### src/ntc_voltage_to_temperature_core_defines.svh
// Assertion macros used by the thermistor conversion top level.
`ifndef NTC_VOLTAGE_TO_TEMPERATURE_CORE_DEFINES_SVH
`define NTC_VOLTAGE_TO_TEMPERATURE_CORE_DEFINES_SVH

// Same-cycle implication, sampled on clk, off while rst_n is low.
`define NTCVT_ASSERT_IMPL(label, ante, cons, msg) \
  label: assert property (@(posedge clk) disable iff (!rst_n) (ante) |-> (cons)) else $error(msg);

// Next-cycle implication, sampled on clk, off while rst_n is low.
`define NTCVT_ASSERT_NEXT(label, ante, cons, msg) \
  label: assert property (@(posedge clk) disable iff (!rst_n) (ante) |=> (cons)) else $error(msg);

`endif

### src/ntcvt_pkg.sv
// Types, constants and lookup tables for the thermistor conversion pipeline.
`default_nettype none
package ntcvt_pkg;

  localparam int ROM_POINTS  = 18;
  localparam int SEG_W       = 5;
  localparam int VOLT_W      = 16;
  localparam int TEMP_W      = 15;
  localparam int DT_W        = 12;
  localparam int DX_W        = 12;
  localparam int NUM_W       = DT_W + DX_W + 1;
  localparam int DBL_W       = 13;
  localparam int RECIP_W     = 23;
  localparam int X_W         = 23;
  localparam int Q_W         = 12;
  localparam int RECIP_SHIFT = 32;
  localparam int PROD_W      = X_W + RECIP_W;
  localparam int QD_W        = Q_W + DBL_W;
  localparam int REM_W       = X_W + 3;
  localparam int CFG_IDX_W   = 2;

  localparam logic [CFG_IDX_W-1:0] REG_SHORT_THRESHOLD = 2'd0;
  localparam logic [CFG_IDX_W-1:0] REG_OPEN_THRESHOLD  = 2'd1;

  localparam logic [1:0] ST_OK    = 2'd0;
  localparam logic [1:0] ST_SHORT = 2'd1;
  localparam logic [1:0] ST_OPEN  = 2'd2;

  localparam logic [VOLT_W-1:0] SHORT_THRESHOLD_RST = 16'd800;
  localparam logic [VOLT_W-1:0] OPEN_THRESHOLD_RST  = 16'd24600;

  typedef logic [VOLT_W-1:0]        volt_t;
  typedef logic signed [TEMP_W-1:0] temp_t;

  // Breakpoint voltages, ascending, 100 uV units.
  localparam volt_t VOLT_ROM [ROM_POINTS] = '{
    16'd937,   16'd1380,  16'd1807,  16'd2459,  16'd3225,  16'd4281,
    16'd5659,  16'd7415,  16'd9621,  16'd12169, 16'd13520, 16'd14900,
    16'd17566, 16'd19899, 16'd21784, 16'd23124, 16'd24009, 16'd24550
  };

  // Breakpoint temperatures, 0.01 degC.
  localparam temp_t TEMP_ROM [ROM_POINTS] = '{
    15'sd12500, 15'sd11000, 15'sd10000, 15'sd9000,  15'sd8000,  15'sd7000,
    15'sd6000,  15'sd5000,  15'sd4000,  15'sd3000,  15'sd2500,  15'sd2000,
    15'sd1000,  15'sd0,     -15'sd1000, -15'sd2000, -15'sd3000, -15'sd4000
  };

  // floor(2^32 / (2 * segment width)) for each segment.
  localparam logic [RECIP_W-1:0] RECIP_ROM [ROM_POINTS-1] = '{
    23'd4847592, 23'd5029235, 23'd3293686, 23'd2803503, 23'd2033601,
    23'd1558406, 23'd1222940, 23'd973474,  23'd842811,  23'd1589551,
    23'd1556147, 23'd805507,  23'd920481,  23'd1139248, 23'd1602599,
    23'd2426535, 23'd3969470
  };

  // Segment operands handed from the locate stages to the scaling stages.
  typedef struct packed {
    logic                    vld;
    logic [1:0]              status;
    temp_t                   t0;
    logic signed [DT_W-1:0]  dt;
    logic [DX_W-1:0]         dx;
    logic [DBL_W-1:0]        dbl;
    logic [RECIP_W-1:0]      recip;
  } seg_t;

  // Rounded-division operands handed to the divide stages.
  typedef struct packed {
    logic               vld;
    logic [1:0]         status;
    temp_t              t0;
    logic               neg;
    logic [X_W-1:0]     x;
    logic [DBL_W-1:0]   dbl;
    logic [RECIP_W-1:0] recip;
  } quo_t;

endpackage
`default_nettype wire

### src/ntcvt_locate.sv
// Input register, threshold checks, segment search and table lookup (three stages).
`default_nettype none
module ntcvt_locate
  import ntcvt_pkg::*;
#(
  parameter int TABLE_POINTS = 18
) (
  input  wire logic  clk,
  input  wire logic  rst_n,
  input  wire logic  in_vld,
  input  wire volt_t in_volt,
  input  wire volt_t short_thr,
  input  wire volt_t open_thr,
  output seg_t       seg_o
);

  localparam int USED = (TABLE_POINTS < ROM_POINTS) ?
                        ((TABLE_POINTS < 2) ? 2 : TABLE_POINTS) : ROM_POINTS;
  localparam int LAST = USED - 1;

  // stage A
  logic  a_vld_r;
  volt_t a_volt_r;

  // stage B
  logic             b_vld_r;
  logic [1:0]       b_status_r, b_status_nxt;
  volt_t            b_volt_r;
  logic [SEG_W-1:0] b_seg_r, b_seg_nxt;
  logic             b_lo_r, b_hi_r;

  // stage C
  seg_t c_r, c_nxt;

  always_ff @(posedge clk) begin
    if (!rst_n) begin
      a_vld_r <= 1'b0;
      b_vld_r <= 1'b0;
    end else begin
      a_vld_r <= in_vld;
      b_vld_r <= a_vld_r;
    end
  end

  always_comb begin
    if (a_volt_r < short_thr) begin
      b_status_nxt = ST_SHORT;
    end else if (a_volt_r > open_thr) begin
      b_status_nxt = ST_OPEN;
    end else begin
      b_status_nxt = ST_OK;
    end
    // Breakpoints ascend: the last one at or below the sample wins.
    b_seg_nxt = '0;
    for (int k = 1; k < ROM_POINTS - 1; k++) begin
      if (k < LAST && a_volt_r >= VOLT_ROM[k]) begin
        b_seg_nxt = SEG_W'(k);
      end
    end
  end

  always_ff @(posedge clk) begin
    a_volt_r   <= in_volt;
    b_status_r <= b_status_nxt;
    b_volt_r   <= a_volt_r;
    b_seg_r    <= b_seg_nxt;
    b_lo_r     <= (a_volt_r <= VOLT_ROM[0]);
    b_hi_r     <= (a_volt_r >= VOLT_ROM[LAST]);
  end

  logic [SEG_W-1:0] seg_hi;
  volt_t            dv;
  temp_t            dt_full;
  volt_t            dx_full;

  always_comb begin
    seg_hi  = b_seg_r + SEG_W'(1);
    dv      = VOLT_ROM[seg_hi] - VOLT_ROM[b_seg_r];
    dt_full = TEMP_ROM[seg_hi] - TEMP_ROM[b_seg_r];
    dx_full = b_volt_r - VOLT_ROM[b_seg_r];
    c_nxt        = '0;
    c_nxt.vld    = b_vld_r;
    c_nxt.status = b_status_r;
    c_nxt.t0     = b_hi_r ? TEMP_ROM[LAST] : TEMP_ROM[b_seg_r];
    // Beyond either end: zero slope, hold the end temperature.
    c_nxt.dt     = (b_lo_r || b_hi_r) ? '0 : DT_W'(dt_full);
    c_nxt.dx     = (b_lo_r || b_hi_r) ? '0 : DX_W'(dx_full);
    c_nxt.dbl    = {dv[DBL_W-2:0], 1'b0};
    c_nxt.recip  = RECIP_ROM[b_seg_r];
  end

  always_ff @(posedge clk) begin
    if (!rst_n) begin
      c_r <= '0;
    end else begin
      c_r <= c_nxt;
    end
  end

  assign seg_o = c_r;

endmodule
`default_nettype wire

### src/ntcvt_scale.sv
// Slope product and rounding numerator (two stages).
`default_nettype none
module ntcvt_scale
  import ntcvt_pkg::*;
(
  input  wire logic clk,
  input  wire logic rst_n,
  input  wire seg_t seg_i,
  output quo_t      quo_o
);

  // stage D
  logic                    d_vld_r;
  logic [1:0]              d_status_r;
  temp_t                   d_t0_r;
  logic signed [NUM_W-1:0] d_num_r, d_num_nxt;
  logic [DBL_W-1:0]        d_dbl_r;
  logic [RECIP_W-1:0]      d_recip_r;

  // stage E
  quo_t e_r, e_nxt;

  always_ff @(posedge clk) begin
    if (!rst_n) begin
      d_vld_r <= 1'b0;
    end else begin
      d_vld_r <= seg_i.vld;
    end
  end

  assign d_num_nxt = NUM_W'(seg_i.dt * $signed({1'b0, seg_i.dx}));

  always_ff @(posedge clk) begin
    d_status_r <= seg_i.status;
    d_t0_r     <= seg_i.t0;
    d_num_r    <= d_num_nxt;
    d_dbl_r    <= seg_i.dbl;
    d_recip_r  <= seg_i.recip;
  end

  logic [NUM_W-1:0] mag;

  always_comb begin
    mag          = d_num_r[NUM_W-1] ? NUM_W'(-d_num_r) : NUM_W'(d_num_r);
    e_nxt        = '0;
    e_nxt.vld    = d_vld_r;
    e_nxt.status = d_status_r;
    e_nxt.t0     = d_t0_r;
    e_nxt.neg    = d_num_r[NUM_W-1];
    // Round half away from zero: (2|n| + w) / (2w).
    e_nxt.x      = X_W'({mag, 1'b0}) + X_W'(d_dbl_r >> 1);
    e_nxt.dbl    = d_dbl_r;
    e_nxt.recip  = d_recip_r;
  end

  always_ff @(posedge clk) begin
    if (!rst_n) begin
      e_r <= '0;
    end else begin
      e_r <= e_nxt;
    end
  end

  assign quo_o = e_r;

endmodule
`default_nettype wire

### src/ntcvt_divide.sv
// Reciprocal divide, remainder correction and result register (three stages).
`default_nettype none
module ntcvt_divide
  import ntcvt_pkg::*;
(
  input  wire logic  clk,
  input  wire logic  rst_n,
  input  wire quo_t  quo_i,
  output logic       out_valid,
  output temp_t      out_temp,
  output logic [1:0] out_status
);

  // stage F
  logic               f_vld_r;
  logic [1:0]         f_status_r;
  temp_t              f_t0_r;
  logic               f_neg_r;
  logic [X_W-1:0]     f_x_r;
  logic [DBL_W-1:0]   f_dbl_r;
  logic [Q_W-1:0]     f_q0_r;
  logic [PROD_W-1:0]  prod;

  // stage G
  logic               g_vld_r;
  logic [1:0]         g_status_r;
  temp_t              g_t0_r;
  logic               g_neg_r;
  logic [X_W-1:0]     g_x_r;
  logic [DBL_W-1:0]   g_dbl_r;
  logic [Q_W-1:0]     g_q0_r;
  logic [QD_W-1:0]    g_qd_r;

  // stage H
  logic               h_vld_r;
  temp_t              h_temp_r, h_temp_nxt;
  logic [1:0]         h_status_r;

  always_ff @(posedge clk) begin
    if (!rst_n) begin
      f_vld_r <= 1'b0;
      g_vld_r <= 1'b0;
      h_vld_r <= 1'b0;
    end else begin
      f_vld_r <= quo_i.vld;
      g_vld_r <= f_vld_r;
      h_vld_r <= g_vld_r;
    end
  end

  assign prod = PROD_W'(quo_i.x * quo_i.recip);

  always_ff @(posedge clk) begin
    f_status_r <= quo_i.status;
    f_t0_r     <= quo_i.t0;
    f_neg_r    <= quo_i.neg;
    f_x_r      <= quo_i.x;
    f_dbl_r    <= quo_i.dbl;
    f_q0_r     <= prod[RECIP_SHIFT +: Q_W];
    g_status_r <= f_status_r;
    g_t0_r     <= f_t0_r;
    g_neg_r    <= f_neg_r;
    g_x_r      <= f_x_r;
    g_dbl_r    <= f_dbl_r;
    g_q0_r     <= f_q0_r;
    g_qd_r     <= QD_W'(f_q0_r * f_dbl_r);
  end

  logic signed [REM_W-1:0] rem;
  logic [Q_W-1:0]          q;
  temp_t                   q_ext;

  always_comb begin
    rem = $signed(REM_W'(g_x_r)) - $signed(REM_W'(g_qd_r));
    // Estimate may sit one off the true quotient; nudge it back.
    if (rem < 0) begin
      q = g_q0_r - Q_W'(1);
    end else if (rem >= $signed(REM_W'(g_dbl_r))) begin
      q = g_q0_r + Q_W'(1);
    end else begin
      q = g_q0_r;
    end
    q_ext = $signed(TEMP_W'(q));
    if (g_status_r != ST_OK) begin
      h_temp_nxt = '0;
    end else if (g_neg_r) begin
      h_temp_nxt = g_t0_r - q_ext;
    end else begin
      h_temp_nxt = g_t0_r + q_ext;
    end
  end

  always_ff @(posedge clk) begin
    h_temp_r   <= h_temp_nxt;
    h_status_r <= g_status_r;
  end

  assign out_valid  = h_vld_r;
  assign out_temp   = h_temp_r;
  assign out_status = h_status_r;

endmodule
`default_nettype wire

### src/ntc_voltage_to_temperature_core.sv
// Each accepted start passes through stages A to H; out_valid is the stage H valid register.
// Throughput: one sample per cycle; busy stays low, eight register stages in flight.
// The stages run in order: lookup, slope multiply, reciprocal multiply, fix-up.
// Reset (rst_n low, synchronous) drops all transactions in flight and reloads
// the short and open thresholds to 800 and 24600; results cannot be stalled.
`default_nettype none
`include "ntc_voltage_to_temperature_core_defines.svh"
module ntc_voltage_to_temperature_core
  import ntcvt_pkg::*;
#(
  parameter int TABLE_POINTS = 18
) (
  input  wire logic                 clk,
  input  wire logic                 rst_n,
  input  wire logic                 start,
  output logic                      busy,
  input  wire logic [VOLT_W-1:0]    in_sample_voltage,
  output logic                      out_valid,
  output logic signed [TEMP_W-1:0]  out_temperature_centi,
  output logic [1:0]                out_status_code,
  input  wire logic                 cfg_we,
  input  wire logic [CFG_IDX_W-1:0] cfg_index,
  input  wire logic [VOLT_W-1:0]    cfg_data
);

  volt_t short_thr_r, open_thr_r;
  seg_t  seg;
  quo_t  quo;

  always_ff @(posedge clk) begin
    if (!rst_n) begin
      short_thr_r <= SHORT_THRESHOLD_RST;
      open_thr_r  <= OPEN_THRESHOLD_RST;
    end else if (cfg_we) begin
      case (cfg_index)
        REG_SHORT_THRESHOLD: short_thr_r <= cfg_data;
        REG_OPEN_THRESHOLD:  open_thr_r  <= cfg_data;
        default: ;
      endcase
    end
  end

  assign busy = 1'b0;

  ntcvt_locate #(
    .TABLE_POINTS(TABLE_POINTS)
  ) u_locate (
    .clk       (clk),
    .rst_n     (rst_n),
    .in_vld    (start && !busy),
    .in_volt   (in_sample_voltage),
    .short_thr (short_thr_r),
    .open_thr  (open_thr_r),
    .seg_o     (seg)
  );

  ntcvt_scale u_scale (
    .clk   (clk),
    .rst_n (rst_n),
    .seg_i (seg),
    .quo_o (quo)
  );

  ntcvt_divide u_divide (
    .clk        (clk),
    .rst_n      (rst_n),
    .quo_i      (quo),
    .out_valid  (out_valid),
    .out_temp   (out_temperature_centi),
    .out_status (out_status_code)
  );

  logic res_ok;
  logic res_fault;
  logic temp_in_span;

  assign res_ok       = out_valid && out_status_code == ST_OK;
  assign res_fault    = out_valid && out_status_code != ST_OK;
  assign temp_in_span = out_temperature_centi >= -15'sd4000 &&
                        out_temperature_centi <= 15'sd12500;

  `NTCVT_ASSERT_IMPL(a_status_legal, out_valid, out_status_code <= ST_OPEN, "illegal status code")
  `NTCVT_ASSERT_IMPL(a_fault_zero, res_fault, out_temperature_centi == '0, "fault with temperature")
  `NTCVT_ASSERT_IMPL(a_temp_range, res_ok, temp_in_span, "temperature outside table span")
  `NTCVT_ASSERT_IMPL(a_quo_flow, 1'b1, out_valid == $past(quo.vld, 3), "result strobe out of step")

endmodule
`default_nettype wire
### config.mk
export PLATFORM = sky130hd
export DESIGN_NAME = ntc_voltage_to_temperature_core
export DESIGN_NICKNAME = d
export VERILOG_FILES = /design/src/ntcvt_pkg.sv /design/src/ntcvt_locate.sv /design/src/ntcvt_scale.sv /design/src/ntcvt_divide.sv /design/src/ntc_voltage_to_temperature_core.sv
export VERILOG_INCLUDE_DIRS = /design/src /design/src/src
export SDC_FILE = /design/constraint.sdc
export NUM_CORES = 2
export LEC_CHECK = 0
export BUFFER_PORTS_ARGS = -buffer_cell sky130_fd_sc_hd__buf_4
export CAP_MARGIN = 20
export CORE_AREA = 2 2 239 335
export CTS_CLUSTER_DIAMETER = 50
export DETAILED_ROUTE_END_ITERATION = 12
export DIE_AREA = 0 0 241 337
export HOLD_SLACK_MARGIN = 0.12
export PLACE_DENSITY = 0.71
export SLEW_MARGIN = 10
export SYNTH_ARGS = -nofsm -noshare
export SYNTH_HDL_FRONTEND = slang
export SYNTH_SLANG_ARGS = --single-unit
### constraint.sdc
create_clock -name clk -period 14.7 [get_ports clk]
set_clock_uncertainty 0.15 [all_clocks]
set_input_delay 2.94 -clock clk [delete_from_list [all_inputs] [get_ports clk]]
set_output_delay 2.94 -clock clk [all_outputs]
set_load 0.02 [all_outputs]
==> flow_summary.yaml <==
status:
  status: "complete, no violations"
routing:
  drt_pass1_iterations: 5
  ant_nets: 0
  vias_per_cell: 5.431
  drtIter0Drc: 1802
  drc: 0
  routed_wl_mm: 100.3
  wl_per_cell_um: 17.48
  via_count: 31158
timing:
  setup_viol: 0
  rsz0062_at_grt: "false"
  finalSetupTns_ns: 0
  relSlewSlack_pct: 22.05
  report.final.slew_viol_count: 0
  timing.fmax_mhz: 108.5
  finalHoldViolations: 0
  hold_slack_ns: 0.1508
  fin_crit_ns: 9.215
  worst_pin_slew_ns: 1.168
  period_share_pct: 62.69
job:
  max_cap_violations: 0
yosys:
  synthesis.area_sq_um: 42730
  synth_flop_cell: "dfxtp_1"
  synth_top_family_by_area: "adder cells"
  avgSynthCellArea_sq_um: 9.030
  synth_area_leaders: "fa_1 29%, dfxtp_1 21%, ha_1 12%, inv_1 6.8%, nand2_1 6.4%"
  synth_fa_ha_area_share_pct: 41.39
  synth.distinct_cells: 80
  synthSimpleGateAreaFrac_pct: 16.31
  yosys_warnings: 0
  yosys.area.top_type_share_pct: 29.00
  synth_edf_count: 0
  synthCells: 4732
  ys_seq_area_share_pct: 21.18
  synth_nets: 5812
  synth_compound_area_share_pct: 8.969
  async_flop_share_pct: 0
  synth-xor-area-share_pct: 3.198
  synth-seq-cells: 452
  yosysTopAreaCell: "fa_1"
  synth_mux_area_share_pct: 0.1259
setup_path:
  setup.worst_path.class: "reg -> reg"
  crit_arrival_ns: 9.62
  cpMostUsedCell: "fa_1"
  timing.critical_path.to: "u_divide.f_q0_r[10]"
  crit_path_end_kind: "register"
  cpMaxStageDelayCell: "dfxtp_1"
  reg2regPathDepth: 26
  cp_max_fo: 23
  r2r_start: "u_scale.quo_o[5]"
  critPathLaunchType: "register"
  max_stage_delay_ns: 1.08
  rr_endpoint: "u_divide.f_q0_r[10]"
  crit_path_start: "u_scale.quo_o[5]"
  rrSetupSlack_ns: 5.48
  required_ns: 15.10
finish:
  register_area_sq_um: 9050
  fin_nets: 5723
  area_growth_pct: 6.501
  multi_input_area_sq_um: 29910
  drive_above_1_share_pct: 4.379
  n_fill_cell: 7004
  final_util_pct: 58.00
floorplan:
  core_sq_um: 78460
  num_rows: 122
  die_h_um: 337
  ios: 57
  die_w_um: 241
  initial_utilization_pct: 54.46
  die-area_sq_um: 81220
place:
  hpwl_mm: 79.53
  place_congestion: 0.9200
  portBuffers: 55
cts:
  cts_buffers: 49
  post_cts_buffers: 0
  clkSinkCount: 452
  cts.path.max_buffers: 3
  cts_resized: 0
  clock_latency_ns: 0.62
  htreeDepth: 2
  cts_hold_buf: 0
  root_buffer: "clkbuf_16"
  clk_pin_slew_ns: 0.06
  tritoncts: "yes"
global_route:
  gr-total-overflow: 0
  grt_usage_pct: 25.87
  grt_pass1_vias: 32775
  grt_pass1_wl_mm: 166.2
  grt_max_degree: 83
  antenna_found_initial: 0
pwr:
  p_per_area_nw_per_um2: 118.9
  vdd_drop_max_mv: 0.09674
  p_leak_uw: 0.02247
worst_hold_path:
  hp-class: "reg -> reg"
power breakdown:
part | internal [uW] | switching [uW]
sequential | 1400 | 306
clock | 699 | 546
combinational | 1020 | 1430
total | 3120 | 2290
critical path, delay by kind of cell (launching register included):
family / cells / cell delay, ns
adders and majority gates: 8 / 3.87
AOI/OAI and AO/OA: 10 / 3.11
DFF: 1 / 1.08
and+or+nand+nor: 4 / 0.68
buffers and inverters: 3 / 0.16
xor gates and xnor gates: 1 / 0.13
sequential cells by signal, summed over array words and instances (netlist names), 15 cells and up:
| name | flops |
|---|---|
| u_locate.seg_o | 73 |
| u_scale.quo_o | 72 |
| u_divide.g_qd_r | 24 |
| u_divide.f_x_r | 23 |
| u_divide.g_x_r | 23 |
| u_scale.d_recip_r | 23 |
| u_scale.d_num_r | 21 |
| open_thr_r | 16 |
| short_thr_r | 16 |
| u_locate.a_volt_r | 16 |
| u_divide.out_temp | 15 |
cells in the final DEF (no fill, tap or decap), types with 11 or more instances in the layout:
cell type  count
nand3_1       44
dfxtp_1      451
o31ai_1       14
o21bai_1      20
fa_1         619
nand2b_1      27
inv_1        779
a211oi_1      23
nor3_1        58
nand4_1       13
o21a_1        26
o21ai_0      110
nand2_1      727
xnor2_1      116
and2_1       318
and3_1        17
a21boi_0      19
xor2_1        40
clkbuf_16     49
buf_4         81
nor2_1       171
or3_1         14
nor2b_1       30
o211ai_1      26
a21oi_1      185
a31oi_1       28
a21o_1        70
or2_2         11
ha_1         423
Yosys cell counts, drive strengths merged (58+ instances only):
master	count
a21oi	186
inv	779
nand2	727
and2	321
xnor2	116
a21o	70
clkbuf	210
nor3	58
fa	619
o21ai	111
dfxtp	452
ha	423
nor2	171
worst min-delay path by stage:
stage / depth (start not counted) / endpoint / startpoint / slack (ns)
global route: 0 / u_divide.g_x_r[17] / u_divide.f_x_r[17] / 0.15
floorplan: 0 / u_divide.f_dbl_r[10] / u_scale.quo_o[33] / 0.16
CTS: 0 / u_divide.g_x_r[17] / u_divide.f_x_r[17] / 0.15
finish: 0 / u_divide.g_x_r[17] / u_divide.f_x_r[17] / 0.15
detailed placement: 0 / u_scale.d_dbl_r[12] / u_locate.seg_o[35] / 0.16
global placement: 0 / u_divide.g_t0_r[9] / u_divide.f_t0_r[9] / 0.16
per-layer routing:
metal | share of wire [%] | track usage, % | up-vias | wire length (um)
li1 | - | - | 14601 | -
met1 | 37 | 28.96 | 15394 | 36690
met2 | 53 | 47.70 | 870 | 53160
met3 | 4.3 | 3.021 | 293 | 4337
met4 | 6.1 | 13.65 | 0 | 6120
met5 | 0 | 0 | - | 0
per-stage QoR:
step	worst slack [ns]	power [uW]	cells	area [sq um]
2_1_floorplan	7.191	3488	4732	42730
3_3_place_gp	5.736	4124	5646	43830
3_5_place_dp	5.586	4171	5646	43830
4_1_cts	5.582	5443	5735	45500
5_1_grt	5.086	5832	5735	45500
6_report	5.485	5411	5737	45510
logic make-up after synthesis:
group / Yosys count
buf+inv: 1003
flops: 452
xor+xnor: 156
mux: 5
fa+ha+maj: 1042
compound gates: 596
simple gates: 1477
other cells: 1
layout make-up:
class                           instances  area share, %
Antenna cell                            2        0.01100
Inverter                              782          6.450
Multi-Input combinational cell       3277          65.74
Sequential cell                       452          19.89
Timing Repair Buffer                   81          1.336
Clock buffer                           59          2.909
Tap cell                             1054          2.898
Clock inverter                         30         0.7726
Note: power is estimated with default switching activity, not from simulation.
